`src/sv/c6309_pkg.sv`:
```
// ----------------------------------------------------------------------------
// c6309_pkg
// Shared types and codes for the 6309 microstate step block.
// ----------------------------------------------------------------------------
package c6309_pkg;

  typedef enum logic [1:0] {
    MODE_POSTINC = 2'd0,
    MODE_ADDA    = 2'd1,
    MODE_ADDD    = 2'd2,
    MODE_TFM     = 2'd3
  } mode_t;

  localparam int unsigned NUM_INDEX = 4;

  localparam int unsigned CC_C = 0;
  localparam int unsigned CC_V = 1;
  localparam int unsigned CC_Z = 2;
  localparam int unsigned CC_N = 3;
  localparam int unsigned CC_I = 4;
  localparam int unsigned CC_H = 5;
  localparam int unsigned CC_F = 6;

  localparam int unsigned PEND_NMI  = 0;
  localparam int unsigned PEND_IRQ  = 1;
  localparam int unsigned PEND_FIRQ = 2;
  localparam int unsigned PEND_HALT = 3;

  typedef struct packed {
    logic       halt_n;
    logic [2:0] ctrl_lines_n;
    logic [7:0] data_bus;
    logic [7:0] postbyte;
    mode_t      mode;
  } in_item_t;

endpackage

```
`src/sv/cpu6309_microstate_step.sv`:
```
// ----------------------------------------------------------------------------
// cpu6309_microstate_step
// Runs one 6309 microstate per request and samples the interrupt and halt
// pins into sticky pending bits.
// ----------------------------------------------------------------------------
// A request is taken into the input register; its result is then registered in
// the result register once that register is free or being read out.
// Throughput: one request per cycle unless the output stalls; the state update
// and flag logic sit in the single stage between the input and result registers.
// Reset: synchronous, active high; clears all CPU state and both valid bits.
module cpu6309_microstate_step (
  input  logic        clk,
  input  logic        rst,
  input  logic        s_tvalid,
  output logic        s_tready,
  input  logic [23:0] s_tdata,   // postbyte, data_bus, ctrl_lines_n, halt_n, zero pad
  input  logic [1:0]  s_tuser,   // mode
  output logic        m_tvalid,
  input  logic        m_tready,
  output logic [47:0] m_tdata    // effective_addr, pending_out, cc_out, acc_a_out,
                                 // acc_b_out, zero pad
);

  c6309_pkg::in_item_t in_item;
  logic                in_valid;
  logic                advance;

  logic [15:0] idx [c6309_pkg::NUM_INDEX];
  logic [15:0] idx_next [c6309_pkg::NUM_INDEX];
  logic [7:0]  acc_a, acc_a_next;
  logic [7:0]  acc_b, acc_b_next;
  logic [15:0] acc_w, acc_w_next;
  logic [7:0]  cc, cc_next;
  logic [15:0] ea, ea_next;
  logic [3:0]  pending, pending_next;
  logic [2:0]  prev_ctrl;
  logic [2:0]  now_ctrl;

  logic [1:0]  sel_pi;
  logic [1:0]  sel_src;
  logic [1:0]  sel_dst;
  logic [8:0]  sum_a;
  logic [4:0]  half_x;
  logic [16:0] sum_d;
  logic [15:0] acc_d;

  logic        out_valid;
  logic [47:0] out_data;

  assign advance  = in_valid && (!out_valid || m_tready);
  assign s_tready = !in_valid || advance;

  always_ff @(posedge clk) begin
    if (rst) begin
      in_valid <= 1'b0;
    end else if (s_tready) begin
      in_valid <= s_tvalid;
    end
  end

  always_ff @(posedge clk) begin
    if (s_tready && s_tvalid) begin
      in_item <= {s_tdata[19:0], c6309_pkg::mode_t'(s_tuser)};
    end
  end

  assign sel_pi  = in_item.postbyte[6:5];
  assign sel_src = in_item.postbyte[5:4];
  assign sel_dst = in_item.postbyte[1:0];
  assign acc_d   = {acc_a, acc_b};
  assign sum_a   = {1'b0, acc_a} + {1'b0, in_item.data_bus};
  assign half_x  = acc_a[4:0] ^ in_item.data_bus[4:0] ^ sum_a[4:0];
  assign sum_d   = {1'b0, acc_d} + {1'b0, ea};
  assign now_ctrl = ~in_item.ctrl_lines_n;

  always_comb begin
    for (int i = 0; i < c6309_pkg::NUM_INDEX; i++) begin
      idx_next[i] = idx[i];
    end
    acc_a_next = acc_a;
    acc_b_next = acc_b;
    acc_w_next = acc_w;
    cc_next    = cc;
    ea_next    = ea;
    unique case (in_item.mode)
      c6309_pkg::MODE_POSTINC: begin
        ea_next = idx[sel_pi];
        for (int i = 0; i < c6309_pkg::NUM_INDEX; i++) begin
          if (sel_pi == 2'(i)) begin
            idx_next[i] = idx[i] + 16'd1 + {15'd0, in_item.postbyte[0]};
          end
        end
      end
      c6309_pkg::MODE_ADDA: begin
        acc_a_next       = sum_a[7:0];
        cc_next[c6309_pkg::CC_C] = sum_a[8];
        cc_next[c6309_pkg::CC_V] = (acc_a[7] ^ sum_a[7]) & (in_item.data_bus[7] ^ sum_a[7]);
        cc_next[c6309_pkg::CC_Z] = (sum_a[7:0] == 8'd0);
        cc_next[c6309_pkg::CC_N] = sum_a[7];
        cc_next[c6309_pkg::CC_H] = half_x[4];
      end
      c6309_pkg::MODE_ADDD: begin
        acc_a_next       = sum_d[15:8];
        acc_b_next       = sum_d[7:0];
        cc_next[c6309_pkg::CC_C] = sum_d[16];
        cc_next[c6309_pkg::CC_V] = (acc_d[15] ^ sum_d[15]) & (ea[15] ^ sum_d[15]);
        cc_next[c6309_pkg::CC_Z] = (sum_d[15:0] == 16'd0);
        cc_next[c6309_pkg::CC_N] = sum_d[15];
      end
      c6309_pkg::MODE_TFM: begin
        acc_w_next = acc_w - 16'd1;
        for (int i = 0; i < c6309_pkg::NUM_INDEX; i++) begin
          idx_next[i] = idx[i] + {15'd0, sel_src == 2'(i)} + {15'd0, sel_dst == 2'(i)};
        end
      end
      default: begin
        ea_next = ea;
      end
    endcase
  end

  always_comb begin
    pending_next = pending;
    pending_next[c6309_pkg::PEND_NMI]  = pending[c6309_pkg::PEND_NMI] |
                                         (now_ctrl[0] & ~prev_ctrl[0]);
    pending_next[c6309_pkg::PEND_IRQ]  = pending[c6309_pkg::PEND_IRQ] |
                                         (now_ctrl[1] & ~cc_next[c6309_pkg::CC_I]);
    pending_next[c6309_pkg::PEND_FIRQ] = pending[c6309_pkg::PEND_FIRQ] |
                                         (now_ctrl[2] & ~cc_next[c6309_pkg::CC_F]);
    pending_next[c6309_pkg::PEND_HALT] = pending[c6309_pkg::PEND_HALT] | ~in_item.halt_n;
  end

  always_ff @(posedge clk) begin
    if (rst) begin
      for (int i = 0; i < c6309_pkg::NUM_INDEX; i++) begin
        idx[i] <= 16'd0;
      end
      acc_a     <= 8'd0;
      acc_b     <= 8'd0;
      acc_w     <= 16'd0;
      cc        <= 8'd0;
      ea        <= 16'd0;
      pending   <= 4'd0;
      prev_ctrl <= 3'd0;
    end else if (advance) begin
      for (int i = 0; i < c6309_pkg::NUM_INDEX; i++) begin
        idx[i] <= idx_next[i];
      end
      acc_a     <= acc_a_next;
      acc_b     <= acc_b_next;
      acc_w     <= acc_w_next;
      cc        <= cc_next;
      ea        <= ea_next;
      pending   <= pending_next;
      prev_ctrl <= now_ctrl;
    end
  end

  always_ff @(posedge clk) begin
    if (rst) begin
      out_valid <= 1'b0;
    end else if (advance) begin
      out_valid <= 1'b1;
    end else if (m_tready) begin
      out_valid <= 1'b0;
    end
  end

  always_ff @(posedge clk) begin
    if (advance) begin
      out_data <= {4'd0, acc_b_next, acc_a_next, cc_next, pending_next, ea_next};
    end
  end

  assign m_tvalid = out_valid;
  assign m_tdata  = out_data;

  a_pending_sticky: assert property (@(posedge clk) disable iff (rst)
    (pending & $past(pending)) == $past(pending))
    else $error("pending bit cleared");

  a_full_stall: assert property (@(posedge clk) disable iff (rst)
    (in_valid && !advance) |-> !s_tready)
    else $error("request taken while input register held");

  a_out_from_advance: assert property (@(posedge clk) disable iff (rst)
    !out_valid |=> (out_valid == $past(advance)))
    else $error("result valid without a step");

  a_ea_only_postinc: assert property (@(posedge clk) disable iff (rst)
    (advance && in_item.mode != c6309_pkg::MODE_POSTINC) |=> ea == $past(ea))
    else $error("effective address changed outside post-increment");

endmodule

```
`config.mk`:
```
export PLATFORM = sky130hd
export DESIGN_NAME = cpu6309_microstate_step
export DESIGN_NICKNAME = d
export VERILOG_FILES = /design/src/sv/c6309_pkg.sv /design/src/sv/cpu6309_microstate_step.sv
export SDC_FILE = /design/constraint.sdc
export NUM_CORES = 1
export LEC_CHECK = 0
export BUFFER_PORTS_ARGS = -buffer_cell sky130_fd_sc_hd__buf_2
export CAP_MARGIN = 10
export CORE_MARGIN = 4
export CORE_UTILIZATION = 50
export CTS_BUF_LIST = sky130_fd_sc_hd__clkbuf_8 sky130_fd_sc_hd__clkbuf_16
export DETAILED_ROUTE_END_ITERATION = 10
export HOLD_SLACK_MARGIN = 0.15
export PLACE_DENSITY_LB_ADDON = 0.08
export SKIP_CTS_REPAIR_TIMING = 1
export SYNTH_ARGS = -nofsm -noshare
export SYNTH_HDL_FRONTEND = slang
export SYNTH_SLANG_ARGS = --single-unit
```
`constraint.sdc`:
```
create_clock -name clk -period 7.45 [get_ports clk]
set_clock_uncertainty 0.15 [all_clocks]
set_input_delay 1.49 -clock clk [delete_from_list [all_inputs] [get_ports clk]]
set_output_delay 1.49 -clock clk [all_outputs]
set_load 0.03 [all_outputs]
```
==> summary.txt, run 1 <==
Setup_tns - 0 ps
Startpoint type of the worst setup path - primary input
First-pass GRT wire length - 33.2 mm
Comb power frac - 11.5%
Crit path max-delay cell type - and2_0
Leading area contributor after synthesis - edfxtp_1
Share of flip-flops with an asynchronous set or reset - 0%
First drt pass iteration count - 7
Bufs and invs on worst path - 3
Max-cap violations - 0
Status - finished clean
Grt ovf - 0
Maximum number of pins on one net before global-route repair - 65
Switching part of the total power - 25.9%
Number of setup violations in the final report - 0
Violation count after the first detailed-routing iteration - 508
Die X-Extent - 144 um
Mapped Cells - 880
Post-DP Area - 0.00968 mm2
Worst setup slack after placement - 3320 ps
Period utilization - 50.4%
Post-synth design cell area - 0.00921 mm2
Clock Tree Buf Depth - 2
Peak clock frequency supported by timing - 267 MHz
Final estimated routing congestion in global placement - 0.886
Drc violations - 0
Worst min-delay path class - reg2reg
Max transition margin - 30.0%
Detailed-route via count - 6654
Number of filler cells placed in the layout - 1542
Relative contribution of the clock network to total power - 38.9%
Root Driver - clkbuf_16
Part of the total power dissipated in sequential elements - 49.6%
Total die area - 0.0207 mm2
CP arrival - 3930 ps
Crit path cell chain - buf_2 > nor2b_1 > nand2b_1 > inv_2 > buf_4 > and2_0 > nor2_1 > a311oi_1
Half-perimeter wire length of the detailed placement result - 14.6 mm
Number of library cell types mapped by synthesis - 56
Antenna-violating nets left - 0
Unrepaired setup endpoints after global routing - no
Row count - 49
Leading cell type by number of instances after synthesis - edfxtp_1
Slew at the pin closest to its max-slew limit - 1050 ps
Vias in the first global route - 6588
Area Overhead vs Synth - 11.5%
Power per Cell Area - 220 mW/mm2
Share of Yosys cell area claimed by the top area cell type - 40.4%
Latest clock arrival within the worst-skew pair - 430 ps
Number of vias per cell after detailed routing - 5.68
Fraction of the yosys area taken by sequential cells - 50.4%
Average detailed-routed wire length per instance - 17.6 um
Commonest cells in the netlist - edfxtp_1, nor2_1, nand2_1
Average size of a mapped cell - 10.5 um2
Total wire length after detailed routing - 20.7 mm
LEAKAGE - 0.00388 uW
Finished Core Util - 57.0%
Floorplan core area - 0.0180 mm2
Flops & latches, synth - 170
Minimum clock period after layout - 3750 ps
Number of nets in the finished design - 1006
Antenna violations before repair - 0
CTS clk-pin slew, worst paths - 70 ps
# port buffers - 65
Total power after layout - 2260 uW
Category of the worst setup path capture point - register
Critical Path Fanout Max - 47
Summed area of non-filler cells in the final layout - 0.0103 mm2
Count of final hold-check violations - 0
Effective utilization at floorplan - 51.1%
Height of the die - 144 um
Number of primary I/O pins - 80
Ranking of synthesized cells by area - edfxtp_1, dfxtp_1, ha_1, nor2_1, nand2_1
Sw power - 585 uW
Required time worst endpoint - 7630 ps
H-tree depth reported by CTS - 4
Smallest setup slack after layout - 3700 ps
TritonCTS clock tree - yes
Prevailing post-synth register cell - edfxtp_1
Crit path max-delay family - buffers and inverters
Layout cells sized above 1 - 15.8%
TritonCTS sink count - 170
Delay contributed by the slowest stage of the critical path - 680 ps
Inserted Clock Buffers - 17
Max VDD drop - 0.168 mV
All-Layer GR Usage - 20.5%
EDFF count, synth - 124
Syn. warnings - 0
Antenna cells - 0
Internal - 1680 uW
Max Transition Viols Final - 0
Startpoint-to-endpoint class of the critical path - in2reg
[path summary, 6_finish.rpt]
path,from,end,slack [ps],cells past startpoint
max,m_tready,cc[0],3700,8
max reg2reg,ea[0],m_tdata[22],3980,11
min reg2reg,cc[5],cc[5],310,2
min,cc[5],cc[5],310,2
[placed cells by master (no fill, tap or decap), drive strengths merged, types with 25 or more instances in the layout]
master / instances
inv: 42
mux2: 25
nand2: 103
a21oi: 70
xnor2: 33
o21ai: 30
buf: 69
ha: 40
edfxtp: 124
xor2: 29
nor2: 117
dfxtp: 46
[per-stage QoR]
| stage | hold WS (ps) | std cells |
|---|---|---|
| CTS | 311 | 1172 |
| finish | 306 | 1172 |
| detailed placement | 301 | 1140 |
| global placement | 293 | 1140 |
| global route | 332 | 1172 |
| floorplan | 279 | 886 |
[state kept, by name, summed over array words and instances, names as in the netlist, named ones only]
signal	count
acc_a	8
acc_b	8
cc	5
ea	16
idx	64
in_item	19
in_valid	1
m_tdata	41
m_tvalid	1
pending	4
prev_ctrl	1
[kinds of logic after synthesis]
kind of cell | count (synthesis) | share of synthesized area [%]
compound gates | 160 | 10.6
xor+xnor | 62 | 5.90
fa+ha+maj | 46 | 6.74
buf+inv | 81 | 3.60
flops | 170 | 50.4
mux | 46 | 7.51
other cells | 1 | 0.0407
simple gates | 314 | 15.2
[layout make-up]
type / count / area, um2 / area share (%)
clock buffer: 18 / 439 / 4.28
clock inverter: 14 / 146 / 1.43
inverter: 37 / 139 / 1.35
multi-input combinational: 635 / 4260 / 41.5
sequential: 170 / 4640 / 45.2
tap: 229 / 287 / 2.79
timing repair buffer: 69 / 355 / 3.46
[metal layers]
metal | global-route usage (%) | share of wire, %
met4 | 6.74 | 1.7
met2 | 35.0 | 51
met3 | 3.79 | 3.2
met5 | 0 | 0
met1 | 26.4 | 45
[worst reg2reg max path: cells and delay by family, from the launching register on]
| kind | cells | cell delay [ps] |
|---|---|---|
| and+or+nand+nor | 5 | 1700 |
| adders and majority gates | 2 | 590 |
| DFF | 1 | 370 |
| AOI/OAI and AO/OA | 2 | 350 |
| xor gates and xnor gates | 1 | 100 |
| buffers and inverters | 1 | 60 |
[power groups by stage]
stage / clock network [uW] / registers (uW) / logic (uW)
floorplan: 0 / 1150 / 180
global placement: 0 / 1140 / 253
detailed placement: 0 / 1140 / 260
CTS: 898 / 1120 / 262
global route: 937 / 1130 / 287
finish: 880 / 1120 / 260
(Power assumes the default switching activity.)
==> inputs of run 2 (changes only) <==
==> constraint.sdc (replaced) <==
create_clock -name clk -period 3.75 [get_ports clk]
set_clock_uncertainty 0.15 [all_clocks]
set_input_delay 0.75 -clock clk [delete_from_list [all_inputs] [get_ports clk]]
set_output_delay 0.75 -clock clk [all_outputs]
set_load 0.03 [all_outputs]
==> summary.txt, run 2 (synthesis results as in run 1) <==
Latest clock arrival within the worst-skew pair - 430 ps (about the same)
Startpoint of the most critical register-to-register path - ea[0]
R2r endpoint - m_tdata[22]
Internal - 3290 uW (+96%)
# port buffers - 65 (unchanged)
Sw power - 1190 uW (+100%)
Switching part of the total power - 26.5% (+0.66 points)
Worst r2r path cells - 11 (unchanged)
Max Transition Viols Final - 0 (unchanged)
Worst min-delay path class - reg2reg
All-Layer GR Usage - 20.8% (+0.30 points)
Bufs and invs on worst path - 1 (-2)
Minimum clock period after layout - 3420 ps
Layout cells sized above 1 - 16.9% (+1.1 points)
Startpoint-to-endpoint class of the critical path - reg2reg
TritonCTS clock tree - yes
Most frequent cells in the layout - edfxtp_1, nor2_1, nand2_1
Detailed-route via count - 6665 (+0.17%)
Reg-to-reg setup timing slack - 330 ps (-3650 ps)
First-pass GRT wire length - 33.4 mm (+0.75%)
Floorplan core area - 0.0180 mm2 (unchanged)
LEAKAGE - 0.00392 uW (+1.2%)
Effective utilization at floorplan - 51.1% (unchanged)
Slew at the pin closest to its max-slew limit - 1070 ps (+16.5 ps)
Max VDD drop - 0.319 mV (+90%)
Max transition margin - 28.9% (-1.1 points)
Worst setup slack after placement - 331 ps (-2990 ps)
Root Driver - clkbuf_16
Inserted Clock Buffers - 17 (unchanged)
Power per Cell Area - 433 mW/mm2 (+96%)
Maximum number of pins on one net before global-route repair - 76 (+17%)
Die X-Extent - 144 um (unchanged)
Crit path max-delay cell type - or4b_1
Violation count after the first detailed-routing iteration - 548 (+7.9%)
Required time worst endpoint - 3860 ps (-3770 ps)
Unrepaired setup endpoints after global routing - no
Setup_tns - 0 ps (unchanged)
WL met2 - 10.5 mm (+0.87%)
Delay contributed by the slowest stage of the critical path - 490 ps (-190 ps)
Max-cap violations - 0 (unchanged)
Startpoint type of the worst setup path - register
Number of vias per cell after detailed routing - 5.64 (-0.68%)
Number of nets in the finished design - 1016 (+0.99%)
CP arrival - 3530 ps (-400 ps)
Hold Crit Depth - 2 (unchanged)
Number of setup violations in the final report - 0 (unchanged)
Area Overhead vs Synth - 12.2%
FF+latch area - 0.00464 mm2 (unchanged)
Drc violations - 0 (unchanged)
Biggest register - idx
Hold Path Sink - cc[5]
First drt pass iteration count - 6 (-1)
Antenna violations before repair - 0 (unchanged)
Status - finished clean
Count of final hold-check violations - 0 (unchanged)
Total die area - 0.0207 mm2 (unchanged)
Crit path max-delay family - simple AND/OR/NAND/NOR gates
Antenna-violating nets left - 0 (unchanged)
Clock Tree Buf Depth - 2 (unchanged)
Total length of routed met3 wires - 916 um (+37%)
Category of the worst setup path capture point - register
Relative contribution of the clock network to total power - 38.4% (-0.5 points)
Total wire length after detailed routing - 20.8 mm (+0.59%)
Row count - 49 (unchanged)
Period utilization - 91.2%
Number of flip-flops under the largest register name - 64 (unchanged)
Number of filler cells placed in the layout - 1538 (-0.26%)
Top metal layer carrying routed signals - met4
Part of the total power dissipated in sequential elements - 49.7% (about the same)
CTS clk-pin slew, worst paths - 70 ps (about the same)
Average detailed-routed wire length per instance - 17.6 um (-0.26%)
Number of primary I/O pins - 80 (unchanged)
Hold_sp - cc[5]
Half-perimeter wire length of the detailed placement result - 15.1 mm (+4.0%)
TritonCTS sink count - 170 (unchanged)
Antenna cells - 0 (unchanged)
H-tree depth reported by CTS - 4 (unchanged)
Met1 wire length - 8.97 mm (-2.6%)
Final estimated routing congestion in global placement - 0.908 (+2.5%)
Comb power frac - 11.9% (+0.4 points)
Critical Path Fanout Max - 3 (-94%)
Most common cell after layout, fill and taps aside - edfxtp_1
Multi-input logic area - 0.00426 mm2 (unchanged)
Crit path cell chain - ha_1 > inv_1 > fa_1 > nand2b_1 > a21oi_1 > xor2_1 > or4_1 > or4b_1 > nor4_1 > nand4b_1 > a31oi_1
Peak clock frequency supported by timing - 292 MHz
Vias in the first global route - 6703 (+1.7%)
Smallest setup slack after layout - 329 ps (-3370 ps)
Grt ovf - 0 (unchanged)
Height of the die - 144 um (unchanged)
run 2: cell types whose count changed in the layout (fill, tap and decap cells not counted), sizes merged:
| cell | delta |
|---|---|
| buf | +10 |
| bufinv | -2 |
| clkbuf | +2 |
run 2: worst max-delay path by stage:
| stage | from | slack (ps) | to | cells after the start |
|---|---|---|---|---|
| finish | ea[0] | 330 | m_tdata[22] | 11 |
| global route | acc_b[6] | 100 | m_tdata[21] | 9 |
| CTS | acc_b[0] | 300 | m_tdata[22] | 11 |
| detailed placement | acc_b[0] | 330 | m_tdata[22] | 11 |
| global placement | ea[0] | 390 | m_tdata[22] | 11 |
| floorplan | m_tready | 630 | m_tdata[0] | 5 |
run 2: metrics by stage:
stage | utilization (%) | total power [uW] | cell area, um2 | hold WS (ps) | instances
final | 57.3 | 4470 | 10300 | 316 | 1182
after global routing | 57.3 | 4650 | 10300 | 318 | 1182
after CTS | 57.3 | 4500 | 10300 | 319 | 1182
after detailed placement | 54.1 | 2800 | 9760 | 304 | 1150
after global placement | 54.1 | 2780 | 9760 | 291 | 1150
after floorplan | - | 2630 | 9230 | 279 | 886
run 2: layout make-up:
type	instances	share of cell area [%]
multi-input cells	635	41.2
inverters	37	1.34
clock inverters	12	0.823
flip-flops and latches	170	45.0
clock buffers	20	4.73
well taps	229	2.77
repair buffers	79	4.17
run 2: worst min-delay path: stages (launching register included):
cell	delay, ps
dfxtp_1	310
nand2_1	50
a21oi_1	50
run 2: power by group through the flow:
stage | registers, uW | logic (uW) | clock network, uW
after floorplan | 2280 | 358 | 0
after global placement | 2260 | 520 | 0
after detailed placement | 2260 | 534 | 0
after CTS | 2220 | 537 | 1740
after global routing | 2240 | 590 | 1820
final | 2220 | 533 | 1720
run 2: layer usage:
metal	track usage, %	up-vias
li1	-	3256
met5	0	-
met1	26.0	3206
met4	6.39	0
met3	4.13	31
met2	36.4	172
